<file path="src/rtl/core/scancode_set1_decoder_fifo_assert.svh">
// Assertion macros for the scan-code set 1 decoder FIFO.
// Used by the RTL files that check their own logic; no other dependencies.
// In synthesis every macro expands to nothing.
`ifndef SCANCODE_SET1_DECODER_FIFO_ASSERT_SVH
`define SCANCODE_SET1_DECODER_FIFO_ASSERT_SVH
`ifndef SYNTHESIS
`define SC1D_ASSERT_NOW(lbl, clk, rst, ante, cons) \
   lbl: assert property (@(posedge clk) disable iff (rst) (ante) |-> (cons)) \
      else $error("sc1d assertion failed: same-cycle check");
`define SC1D_ASSERT_NEXT(lbl, clk, rst, ante, cons) \
   lbl: assert property (@(posedge clk) disable iff (rst) (ante) |=> (cons)) \
      else $error("sc1d assertion failed: next-cycle check");
`else
`define SC1D_ASSERT_NOW(lbl, clk, rst, ante, cons)
`define SC1D_ASSERT_NEXT(lbl, clk, rst, ante, cons)
`endif
`endif

</file>
<file path="src/rtl/core/sc1d_pkg.sv">
// Shared types, scan codes and the US character table for the set 1 decoder.
// No dependencies; imported by every module of the block.
`timescale 1ns / 1ps

package sc1d_pkg;

   // operation field
   localparam logic OP_SCAN = 1'b0;
   localparam logic OP_POP  = 1'b1;

   // register indexes on the csr port
   localparam logic [1:0] REG_UP_CODE    = 2'd0;
   localparam logic [1:0] REG_DOWN_CODE  = 2'd1;
   localparam logic [1:0] REG_LEFT_CODE  = 2'd2;
   localparam logic [1:0] REG_RIGHT_CODE = 2'd3;

   localparam logic [7:0] UP_CODE_RESET    = 8'd128;
   localparam logic [7:0] DOWN_CODE_RESET  = 8'd129;
   localparam logic [7:0] LEFT_CODE_RESET  = 8'd130;
   localparam logic [7:0] RIGHT_CODE_RESET = 8'd131;

   // set 1 scan codes
   localparam logic [7:0] SC_EXT_PREFIX = 8'hE0;
   localparam logic [7:0] SC_KP7        = 8'h47;
   localparam logic [7:0] SC_KP8_UP     = 8'h48;
   localparam logic [7:0] SC_KP9        = 8'h49;
   localparam logic [7:0] SC_KP4_LEFT   = 8'h4B;
   localparam logic [7:0] SC_KP5        = 8'h4C;
   localparam logic [7:0] SC_KP6_RIGHT  = 8'h4D;
   localparam logic [7:0] SC_KP1        = 8'h4F;
   localparam logic [7:0] SC_KP2_DOWN   = 8'h50;
   localparam logic [7:0] SC_KP3        = 8'h51;
   localparam logic [7:0] SC_KP0        = 8'h52;
   localparam logic [7:0] SC_TABLE_SIZE = 8'd58;

   typedef struct packed {
      logic [7:0] up;
      logic [7:0] down;
      logic [7:0] left;
      logic [7:0] right;
   } arrow_codes_type;

   typedef struct packed {
      logic       valid;
      logic [7:0] ch;
   } push_type;

   // US layout, codes 0..57; zero means no character
   function automatic logic [7:0] us_char(input logic [5:0] code);
      logic [7:0] ch;
      case (code)
         6'd2:  ch = 8'h31;  6'd3:  ch = 8'h32;  6'd4:  ch = 8'h33;
         6'd5:  ch = 8'h34;  6'd6:  ch = 8'h35;  6'd7:  ch = 8'h36;
         6'd8:  ch = 8'h37;  6'd9:  ch = 8'h38;  6'd10: ch = 8'h39;
         6'd11: ch = 8'h30;  6'd12: ch = 8'h2D;  6'd13: ch = 8'h3D;
         6'd14: ch = 8'd8;   6'd15: ch = 8'd9;   6'd16: ch = 8'h71;
         6'd17: ch = 8'h77;  6'd18: ch = 8'h65;  6'd19: ch = 8'h72;
         6'd20: ch = 8'h74;  6'd21: ch = 8'h79;  6'd22: ch = 8'h75;
         6'd23: ch = 8'h69;  6'd24: ch = 8'h6F;  6'd25: ch = 8'h70;
         6'd26: ch = 8'h5B;  6'd27: ch = 8'h5D;  6'd28: ch = 8'd10;
         6'd30: ch = 8'h61;  6'd31: ch = 8'h73;  6'd32: ch = 8'h64;
         6'd33: ch = 8'h66;  6'd34: ch = 8'h67;  6'd35: ch = 8'h68;
         6'd36: ch = 8'h6A;  6'd37: ch = 8'h6B;  6'd38: ch = 8'h6C;
         6'd39: ch = 8'h3B;  6'd40: ch = 8'd39;  6'd41: ch = 8'h60;
         6'd43: ch = 8'd92;  6'd44: ch = 8'h7A;  6'd45: ch = 8'h78;
         6'd46: ch = 8'h63;  6'd47: ch = 8'h76;  6'd48: ch = 8'h62;
         6'd49: ch = 8'h6E;  6'd50: ch = 8'h6D;  6'd51: ch = 8'h2C;
         6'd52: ch = 8'h2E;  6'd53: ch = 8'h2F;  6'd55: ch = 8'h2A;
         6'd57: ch = 8'h20;
         default: ch = 8'h00;
      endcase
      return ch;
   endfunction

endpackage

</file>
<file path="src/rtl/core/sc1d_decode.sv">
// Scan byte decoder: extended-prefix flag, arrow, keypad and table lookup.
// Depends on sc1d_pkg.
`timescale 1ns / 1ps

module sc1d_decode import sc1d_pkg::*; (
   input  logic            clock,
   input  logic            reset,
   input  logic            byte_valid,
   input  logic [7:0]      scan_byte,
   input  arrow_codes_type arrow_codes,
   output push_type        push
);

   logic ext_ff;
   logic ext_in;
   logic [7:0] table_ch;

   assign table_ch = us_char(scan_byte[5:0]);

   always_comb begin
      push = '0;
      if (scan_byte == SC_EXT_PREFIX) begin
         push = '0;
      end else if (ext_ff) begin
         unique case (scan_byte)
            SC_KP8_UP:    push = '{valid: 1'b1, ch: arrow_codes.up};
            SC_KP2_DOWN:  push = '{valid: 1'b1, ch: arrow_codes.down};
            SC_KP4_LEFT:  push = '{valid: 1'b1, ch: arrow_codes.left};
            SC_KP6_RIGHT: push = '{valid: 1'b1, ch: arrow_codes.right};
            default:      push = '0;
         endcase
      end else if (!scan_byte[7]) begin
         unique case (scan_byte)
            SC_KP7:       push = '{valid: 1'b1, ch: 8'h37};
            SC_KP8_UP:    push = '{valid: 1'b1, ch: 8'h38};
            SC_KP9:       push = '{valid: 1'b1, ch: 8'h39};
            SC_KP4_LEFT:  push = '{valid: 1'b1, ch: 8'h34};
            SC_KP5:       push = '{valid: 1'b1, ch: 8'h35};
            SC_KP6_RIGHT: push = '{valid: 1'b1, ch: 8'h36};
            SC_KP1:       push = '{valid: 1'b1, ch: 8'h31};
            SC_KP2_DOWN:  push = '{valid: 1'b1, ch: 8'h32};
            SC_KP3:       push = '{valid: 1'b1, ch: 8'h33};
            SC_KP0:       push = '{valid: 1'b1, ch: 8'h30};
            default: begin
               push.valid = (scan_byte < SC_TABLE_SIZE) && (table_ch != 8'h00);
               push.ch    = table_ch;
            end
         endcase
      end
      push.valid = push.valid && byte_valid;
   end

   // any byte other than the prefix clears the flag
   assign ext_in = byte_valid ? (scan_byte == SC_EXT_PREFIX) : ext_ff;

   always_ff @(posedge clock) begin
      if (reset) begin
         ext_ff <= 1'b0;
      end else begin
         ext_ff <= ext_in;
      end
   end

endmodule

</file>
<file path="src/rtl/core/sc1d_queue.sv">
// Character ring FIFO holding QUEUE_DEPTH-1 entries, registered read port.
// Depends on sc1d_pkg and scancode_set1_decoder_fifo_assert.svh.
`timescale 1ns / 1ps
`include "scancode_set1_decoder_fifo_assert.svh"

module sc1d_queue import sc1d_pkg::*; #(
   parameter int QUEUE_DEPTH = 128
) (
   input  logic       clock,
   input  logic       reset,
   input  push_type   push,
   input  logic       pop,
   output logic [7:0] pop_data,
   output logic       pop_empty
);

   localparam int AW = (QUEUE_DEPTH > 1) ? $clog2(QUEUE_DEPTH) : 1;
   localparam logic [AW-1:0] LAST_IDX = AW'(QUEUE_DEPTH - 1);

   logic [7:0]    mem [QUEUE_DEPTH];
   logic [AW-1:0] wr_ptr_ff, wr_ptr_in;
   logic [AW-1:0] rd_ptr_ff, rd_ptr_in;
   logic [AW-1:0] wr_next, rd_next;
   logic          full, empty, do_write;
   logic [7:0]    data_ff;
   logic          empty_ff;

   assign wr_next  = (wr_ptr_ff == LAST_IDX) ? '0 : wr_ptr_ff + 1'b1;
   assign rd_next  = (rd_ptr_ff == LAST_IDX) ? '0 : rd_ptr_ff + 1'b1;
   assign full     = (wr_next == rd_ptr_ff);
   assign empty    = (rd_ptr_ff == wr_ptr_ff);
   assign do_write = push.valid && !full;   // drop the character when full

   assign wr_ptr_in = do_write ? wr_next : wr_ptr_ff;
   assign rd_ptr_in = (pop && !empty) ? rd_next : rd_ptr_ff;

   always_ff @(posedge clock) begin
      if (reset) begin
         wr_ptr_ff <= '0;
         rd_ptr_ff <= '0;
      end else begin
         wr_ptr_ff <= wr_ptr_in;
         rd_ptr_ff <= rd_ptr_in;
      end
   end

   always_ff @(posedge clock) begin
      if (do_write) begin
         mem[wr_ptr_ff] <= push.ch;
      end
   end

   always_ff @(posedge clock) begin
      if (pop) begin
         data_ff  <= mem[rd_ptr_ff];
         empty_ff <= empty;
      end
   end

   assign pop_data  = empty_ff ? 8'h00 : data_ff;
   assign pop_empty = empty_ff;

   `SC1D_ASSERT_NOW(a_ptr_range, clock, reset, 1'b1, (wr_ptr_ff <= LAST_IDX) && (rd_ptr_ff <= LAST_IDX))
   `SC1D_ASSERT_NEXT(a_full_drop, clock, reset, push.valid && full, $stable(wr_ptr_ff))
   `SC1D_ASSERT_NEXT(a_empty_pop, clock, reset, pop && empty, empty_ff && $stable(rd_ptr_ff))

endmodule

</file>
<file path="src/rtl/core/scancode_set1_decoder_fifo.sv">
// Top level of the scan-code set 1 decoder with character FIFO.
// Depends on sc1d_pkg, sc1d_decode, sc1d_queue and the assertion header.
`timescale 1ns / 1ps
`include "scancode_set1_decoder_fifo_assert.svh"

// Takes one word per cycle on the req_ channel while no pop stalls: either a
// raw set 1 scan byte (operation 0) or a pop (operation 1). A word sits in the
// input register, where the byte is decoded and written to the FIFO memory, or
// the pop reads the oldest entry; a pop answer appears on rsp_ in the next
// cycle and is held in the output register until taken. Scan bytes keep
// flowing while a pop answer waits on rsp_; a pop behind a waiting answer
// holds in the input register until rsp_ready. The FIFO keeps QUEUE_DEPTH-1
// characters and drops new ones when full; a pop on an empty FIFO answers
// character 0 with queue_empty set. Arrow-key codes are csr registers 0..3
// (up, down, left, right); the user must write them only while the block is
// idle, which the block does not enforce. No clearing pass after reset.
module scancode_set1_decoder_fifo import sc1d_pkg::*; #(
   parameter int QUEUE_DEPTH = 128
) (
   input  logic       clock,
   input  logic       reset,
   input  logic       req_valid,
   output logic       req_ready,
   input  logic       req_operation,
   input  logic [7:0] req_scan_byte,
   output logic       rsp_valid,
   input  logic       rsp_ready,
   output logic [7:0] rsp_character,
   output logic       rsp_queue_empty,
   input  logic       csr_write_enable,
   input  logic [1:0] csr_index,
   input  logic [7:0] csr_write_data
);

   arrow_codes_type codes_ff, codes_in;
   logic            in_valid_ff, in_valid_in;
   logic            in_op_ff;
   logic [7:0]      in_byte_ff;
   logic            rsp_valid_ff, rsp_valid_in;
   logic            fire, pop_fire, byte_fire;
   push_type        push;

   // configuration registers
   always_comb begin
      codes_in = codes_ff;
      if (csr_write_enable) begin
         unique case (csr_index)
            REG_UP_CODE:    codes_in.up    = csr_write_data;
            REG_DOWN_CODE:  codes_in.down  = csr_write_data;
            REG_LEFT_CODE:  codes_in.left  = csr_write_data;
            REG_RIGHT_CODE: codes_in.right = csr_write_data;
            default:        codes_in       = codes_ff;
         endcase
      end
   end

   always_ff @(posedge clock) begin
      if (reset) begin
         codes_ff <= '{up: UP_CODE_RESET, down: DOWN_CODE_RESET,
                       left: LEFT_CODE_RESET, right: RIGHT_CODE_RESET};
      end else begin
         codes_ff <= codes_in;
      end
   end

   // input stage: a pop advances only when the output register is free
   assign fire      = in_valid_ff && ((in_op_ff == OP_SCAN) || !rsp_valid_ff || rsp_ready);
   assign pop_fire  = fire && (in_op_ff == OP_POP);
   assign byte_fire = fire && (in_op_ff == OP_SCAN);
   assign req_ready = !in_valid_ff || fire;

   assign in_valid_in = req_ready ? req_valid : in_valid_ff;

   always_ff @(posedge clock) begin
      if (reset) begin
         in_valid_ff <= 1'b0;
      end else begin
         in_valid_ff <= in_valid_in;
      end
   end

   // hold the payload while the stage is stalled
   always_ff @(posedge clock) begin
      if (req_valid && req_ready) begin
         in_op_ff   <= req_operation;
         in_byte_ff <= req_scan_byte;
      end
   end

   sc1d_decode u_decode (
      .clock       (clock),
      .reset       (reset),
      .byte_valid  (byte_fire),
      .scan_byte   (in_byte_ff),
      .arrow_codes (codes_ff),
      .push        (push)
   );

   sc1d_queue #(
      .QUEUE_DEPTH (QUEUE_DEPTH)
   ) u_queue (
      .clock     (clock),
      .reset     (reset),
      .push      (push),
      .pop       (pop_fire),
      .pop_data  (rsp_character),
      .pop_empty (rsp_queue_empty)
   );

   // output register valid: set by a pop, drop once taken
   assign rsp_valid_in = pop_fire ? 1'b1 : (rsp_ready ? 1'b0 : rsp_valid_ff);

   always_ff @(posedge clock) begin
      if (reset) begin
         rsp_valid_ff <= 1'b0;
      end else begin
         rsp_valid_ff <= rsp_valid_in;
      end
   end

   assign rsp_valid = rsp_valid_ff;

   `SC1D_ASSERT_NOW(a_no_overwrite, clock, reset, rsp_valid_ff && !rsp_ready, !pop_fire)
   `SC1D_ASSERT_NEXT(a_pop_answers, clock, reset, pop_fire, rsp_valid_ff)
   `SC1D_ASSERT_NOW(a_one_kind, clock, reset, 1'b1, !(pop_fire && byte_fire))

endmodule
</file>
<file path="config.mk">
export PLATFORM = sky130hd
export DESIGN_NAME = scancode_set1_decoder_fifo
export DESIGN_NICKNAME = d
export VERILOG_FILES = /design/src/rtl/core/sc1d_pkg.sv /design/src/rtl/core/sc1d_decode.sv /design/src/rtl/core/sc1d_queue.sv /design/src/rtl/core/scancode_set1_decoder_fifo.sv
export VERILOG_INCLUDE_DIRS = /design/src /design/src/rtl/core
export SDC_FILE = /design/constraint.sdc
export NUM_CORES = 1
export LEC_CHECK = 0
export ABC_CLOCK_PERIOD_IN_PS = 18500
export BUFFER_PORTS_ARGS = -buffer_cell sky130_fd_sc_hd__buf_2
export CAP_MARGIN = 20
export CORE_MARGIN = 1.5
export CORE_UTILIZATION = 55
export CTS_BUF_LIST = sky130_fd_sc_hd__clkbuf_16
export DETAILED_ROUTE_END_ITERATION = 10
export PLACE_DENSITY = 0.79
export SLEW_MARGIN = 15
export SYNTH_ARGS = -nofsm -noshare
export SYNTH_HDL_FRONTEND = slang
export SYNTH_SLANG_ARGS = --single-unit
export TNS_END_PERCENT = 1
</file>
<file path="constraint.sdc">
create_clock -name clock -period 18.5 [get_ports clock]
set_input_delay 1.85 -clock clock [delete_from_list [all_inputs] [get_ports clock]]
set_output_delay 1.85 -clock clock [all_outputs]
set_load 0.1 [all_outputs]
</file>
==> qor.yml <==
outcome:
  result_of_the_run: "complete, no violations"
synth:
  synth_nets: 2396
  synth_sequential_area_ratio_pct: 72.7
  number_of_synthesized_flops_with_an_enable_pin: 1042
  synth-async-reset-ratio_pct: 0
  synth_top_flop_cell: "sky130_fd_sc_hd__edfxtp_1"
  synth.ff_latch_count: 1098
  postSynthAreaPerCell_sq_um: 18.9
  syn_inst: 2361
  yosysUniqueCellTypes: 81
  ys_warn_count: 0
  synth.cell_area_sq_um: 44600
global_route:
  total_congestion_overflow_after_global_routing: 0
  first_global_vias: 23452
  wire_length_of_the_first_global_routing_pass_um: 154000
  globalRouteTotalUtil_pct: 25.4
  number_of_antenna_violations_at_the_first_check_in_global_routing: 1
  grt_start_max_net_pins: 153
sta:
  setup_total_negative_slack_ns: 0
  max_slew_margin_pct: 22.8
  max_freq_ghz: 0.205
  timing_hold_violations_final: 0
  final.min_clock_period_ns: 4.89
  setup_viol: 0
  max_slew.worst_pin.slew_ns: 1.15
  layout_worst_path_cycle_share_pct: 26.4
  grt_setup_unrepaired: "false"
  fin_max_slew_vios: 0
  worst_hold_slack_ns: 0.461
  post_route_skew_ns: 0.0240
  final_critical_path_setup_slack_ns: 13.61
clock_network:
  clock_sinks: 1098
  cts_repair_resize_count: 0
  htreeDepth: 3
  clockBufferDepth: 3
  cts-hold-fix-buffers: 0
  cts_made_buffers: 106
  root_buffer: "sky130_fd_sc_hd__clkbuf_16"
  postCtsSetupRepairBufs: 0
  insertion_delay_ns: 0.69
  worst_setup_hold_path_clk_slew_ns: 0.06
  tritoncts: "yes"
detailed_routing:
  via_cell_ratio: 6.60
  via_count: 23400
  detailedRoute.firstIterationViolations: 2988
  route.final.wire_length_um: 104000
  post-route-drc-count: 0
  wl_per_cell_um: 29.2
  drtAntennaViolNets: 0
  detailedRoute.firstPassIterationCount: 6
setup_path:
  worstReg2RegEnd: "u_queue.data_ff[7]"
  reg2reg_slack_ns: 13.61
  ff2ff_path_depth: 8
  worst_setup_path_start_kind: "flop"
  critPathCapture: "u_queue.data_ff[7]"
  setup.worst_path.class: "reg2reg"
  critical_path_fanouts_max: 105
  critical_path_required_ns: 18.88
  crit_path_top_delay_cell: "sky130_fd_sc_hd__nor4b_1"
  crit_path_max_incr_delay_ns: 0.94
  crit_chain: "buf_12, buf_12, mux4_2, mux4_2, nand2b_1, o21ai_0, nor4b_1, a211oi_1"
  critical_path.reg2reg.startpoint: "u_queue.rd_ptr_ff[0]"
  startpoint: "u_queue.rd_ptr_ff[0]"
  end_kind: "flop"
  timing.critical_path.arrival_ns: 5.26
hold_path:
  timing.hold.worst.class: "reg2reg"
power:
  vdd.ir_drop.worst_mv: 0.0787
  power_leakage_uw: 0.0149
  power.density_cell_area_nw_per_um2: 102
  total_power_uw: 5010
final_layout:
  diodes: 0
  finish.cell_count_without_fillers: 3546
  nNetsFinal: 2431
  post_synthesis_to_final_layout_area_growth_pct: 10.2
  post_route_cells_drive_above_1_share_pct: 21.8
die:
  design.core.area_sq_um: 80400
  die_w_um: 288
  die_area_sq_um: 82800
  core.rowCount: 104
  start_util_pct: 55.4
  dieHeight_um: 288
  ioPinCount: 35
placement:
  numPortBuffers: 34
  finalWeightedCongestion: 0.868
  dp_worst_setup_slack_ns: 13.50
  dp.final_hpwl_um: 60700
  dp_cells: 3345
job:
  timing.max_cap.violations: 0
## stage by stage
stage	cell area [sq um]	util, %
after floorplan	44600	-
after global placement	45700	56.8
after detailed placement	45700	56.9
after CTS	49100	61.0
after global routing	49100	61.1
final	49100	61.1
## how the worst min path moves through the flow
stage / start / end / slack (ns) / cells past startpoint
after floorplan: codes_ff[10] / codes_ff[10] / 0.44 / 2
after global placement: codes_ff[8] / codes_ff[8] / 0.44 / 2
after detailed placement: codes_ff[3] / codes_ff[3] / 0.45 / 2
after CTS: codes_ff[14] / codes_ff[14] / 0.46 / 2
after global routing: codes_ff[14] / codes_ff[14] / 0.48 / 2
final: codes_ff[11] / codes_ff[11] / 0.46 / 2
## critical path, delay by kind of cell (launching register included)
| kind | cells | cell delay [ns] |
|---|---|---|
| AO/OA/AOI/OAI | 2 | 0.25 |
| buffers and inverters | 2 | 1.25 |
| flip-flops | 1 | 0.60 |
| multiplexers | 2 | 1.14 |
| AND/OR/NAND/NOR | 2 | 1.06 |
## power breakdown
part           switching [uW]  internal, uW
clock                     922          1160
sequential               9.01          2760
combinational             119          33.2
## metal layers
layer / share of wire (%) / track usage (%) / up-vias
li1: - / - / 9676
met1: 38 / 35.5 / 12106
met2: 49 / 40.7 / 1415
met3: 9.4 / 4.53 / 201
met4: 3.2 / 8.73 / 2
met5: 0.013 / 0 / -
## logic make-up (layout without fill, tap and decap cells)
group                    after synthesis  after routing  synth area share, %
buffers and inverters                159            284                 1.83
adder cells (fa/ha/maj)               11             11                0.309
XOR/XNOR                              21             21                0.413
AO/OA/AOI/OAI                        238            238                 3.72
multiplexers                         362            362                 16.1
AND/OR/NAND/NOR                      472            472                 4.94
flip-flops                          1098           1098                 72.7
## layout by cell type (no fill, tap or decap), types with 34 or more instances in the layout
cell	count
sky130_fd_sc_hd__inv_1	40
sky130_fd_sc_hd__dfxtp_1	51
sky130_fd_sc_hd__buf_2	34
sky130_fd_sc_hd__clkbuf_16	107
sky130_fd_sc_hd__nor2b_1	41
sky130_fd_sc_hd__edfxtp_1	1042
sky130_fd_sc_hd__nor2_1	200
sky130_fd_sc_hd__nand2_1	95
sky130_fd_sc_hd__a21oi_1	67
sky130_fd_sc_hd__mux2i_1	66
sky130_fd_sc_hd__mux4_2	282
## cell type report
| class | count | area [sq um] |
|---|---|---|
| inverter | 18 | 67.6 |
| fill | 5389 | 31300 |
| timing repair buffer | 68 | 510 |
| multi-input combinational | 1104 | 11500 |
| sequential | 1098 | 32400 |
| tap | 1060 | 1330 |
| clock buffer | 107 | 2680 |
| clock inverter | 91 | 671 |
## synthesized netlist by cell type, types with 12 or more instances
master	number	share of area, %
sky130_fd_sc_hd__mux2i_1	66	1.5
sky130_fd_sc_hd__edfxtp_1	1042	70
sky130_fd_sc_hd__buf_2	48	0.54
sky130_fd_sc_hd__a21oi_1	69	0.77
sky130_fd_sc_hd__nand3b_1	14	0.24
sky130_fd_sc_hd__o21ai_0	25	0.28
sky130_fd_sc_hd__clkbuf_1	45	0.38
sky130_fd_sc_hd__buf_1	12	0.10
sky130_fd_sc_hd__mux4_2	282	14
sky130_fd_sc_hd__nor2_1	202	1.7
sky130_fd_sc_hd__inv_1	16	0.13
sky130_fd_sc_hd__dfxtp_1	56	2.5
sky130_fd_sc_hd__nor3_1	15	0.17
sky130_fd_sc_hd__nand2_1	98	0.83
sky130_fd_sc_hd__a211oi_1	25	0.42
sky130_fd_sc_hd__nand2b_1	15	0.21
sky130_fd_sc_hd__nor2b_1	42	0.59
sky130_fd_sc_hd__xnor2_1	14	0.28
sky130_fd_sc_hd__mux2_2	13	0.33
sky130_fd_sc_hd__buf_4	30	0.51
sky130_fd_sc_hd__nand3_1	31	0.35
sky130_fd_sc_hd__and3_1	13	0.18
## flip-flops by register name (all words and copies together) (netlist names), 7 cells and up
name / flops
in_byte_ff: 8
u_queue.wr_ptr_ff: 7
codes_ff: 32
u_decode.table_ch: 7
u_queue.mem: 1024
u_queue.data_ff: 8
u_queue.rd_ptr_ff: 7
(Power assumes the default switching activity.)
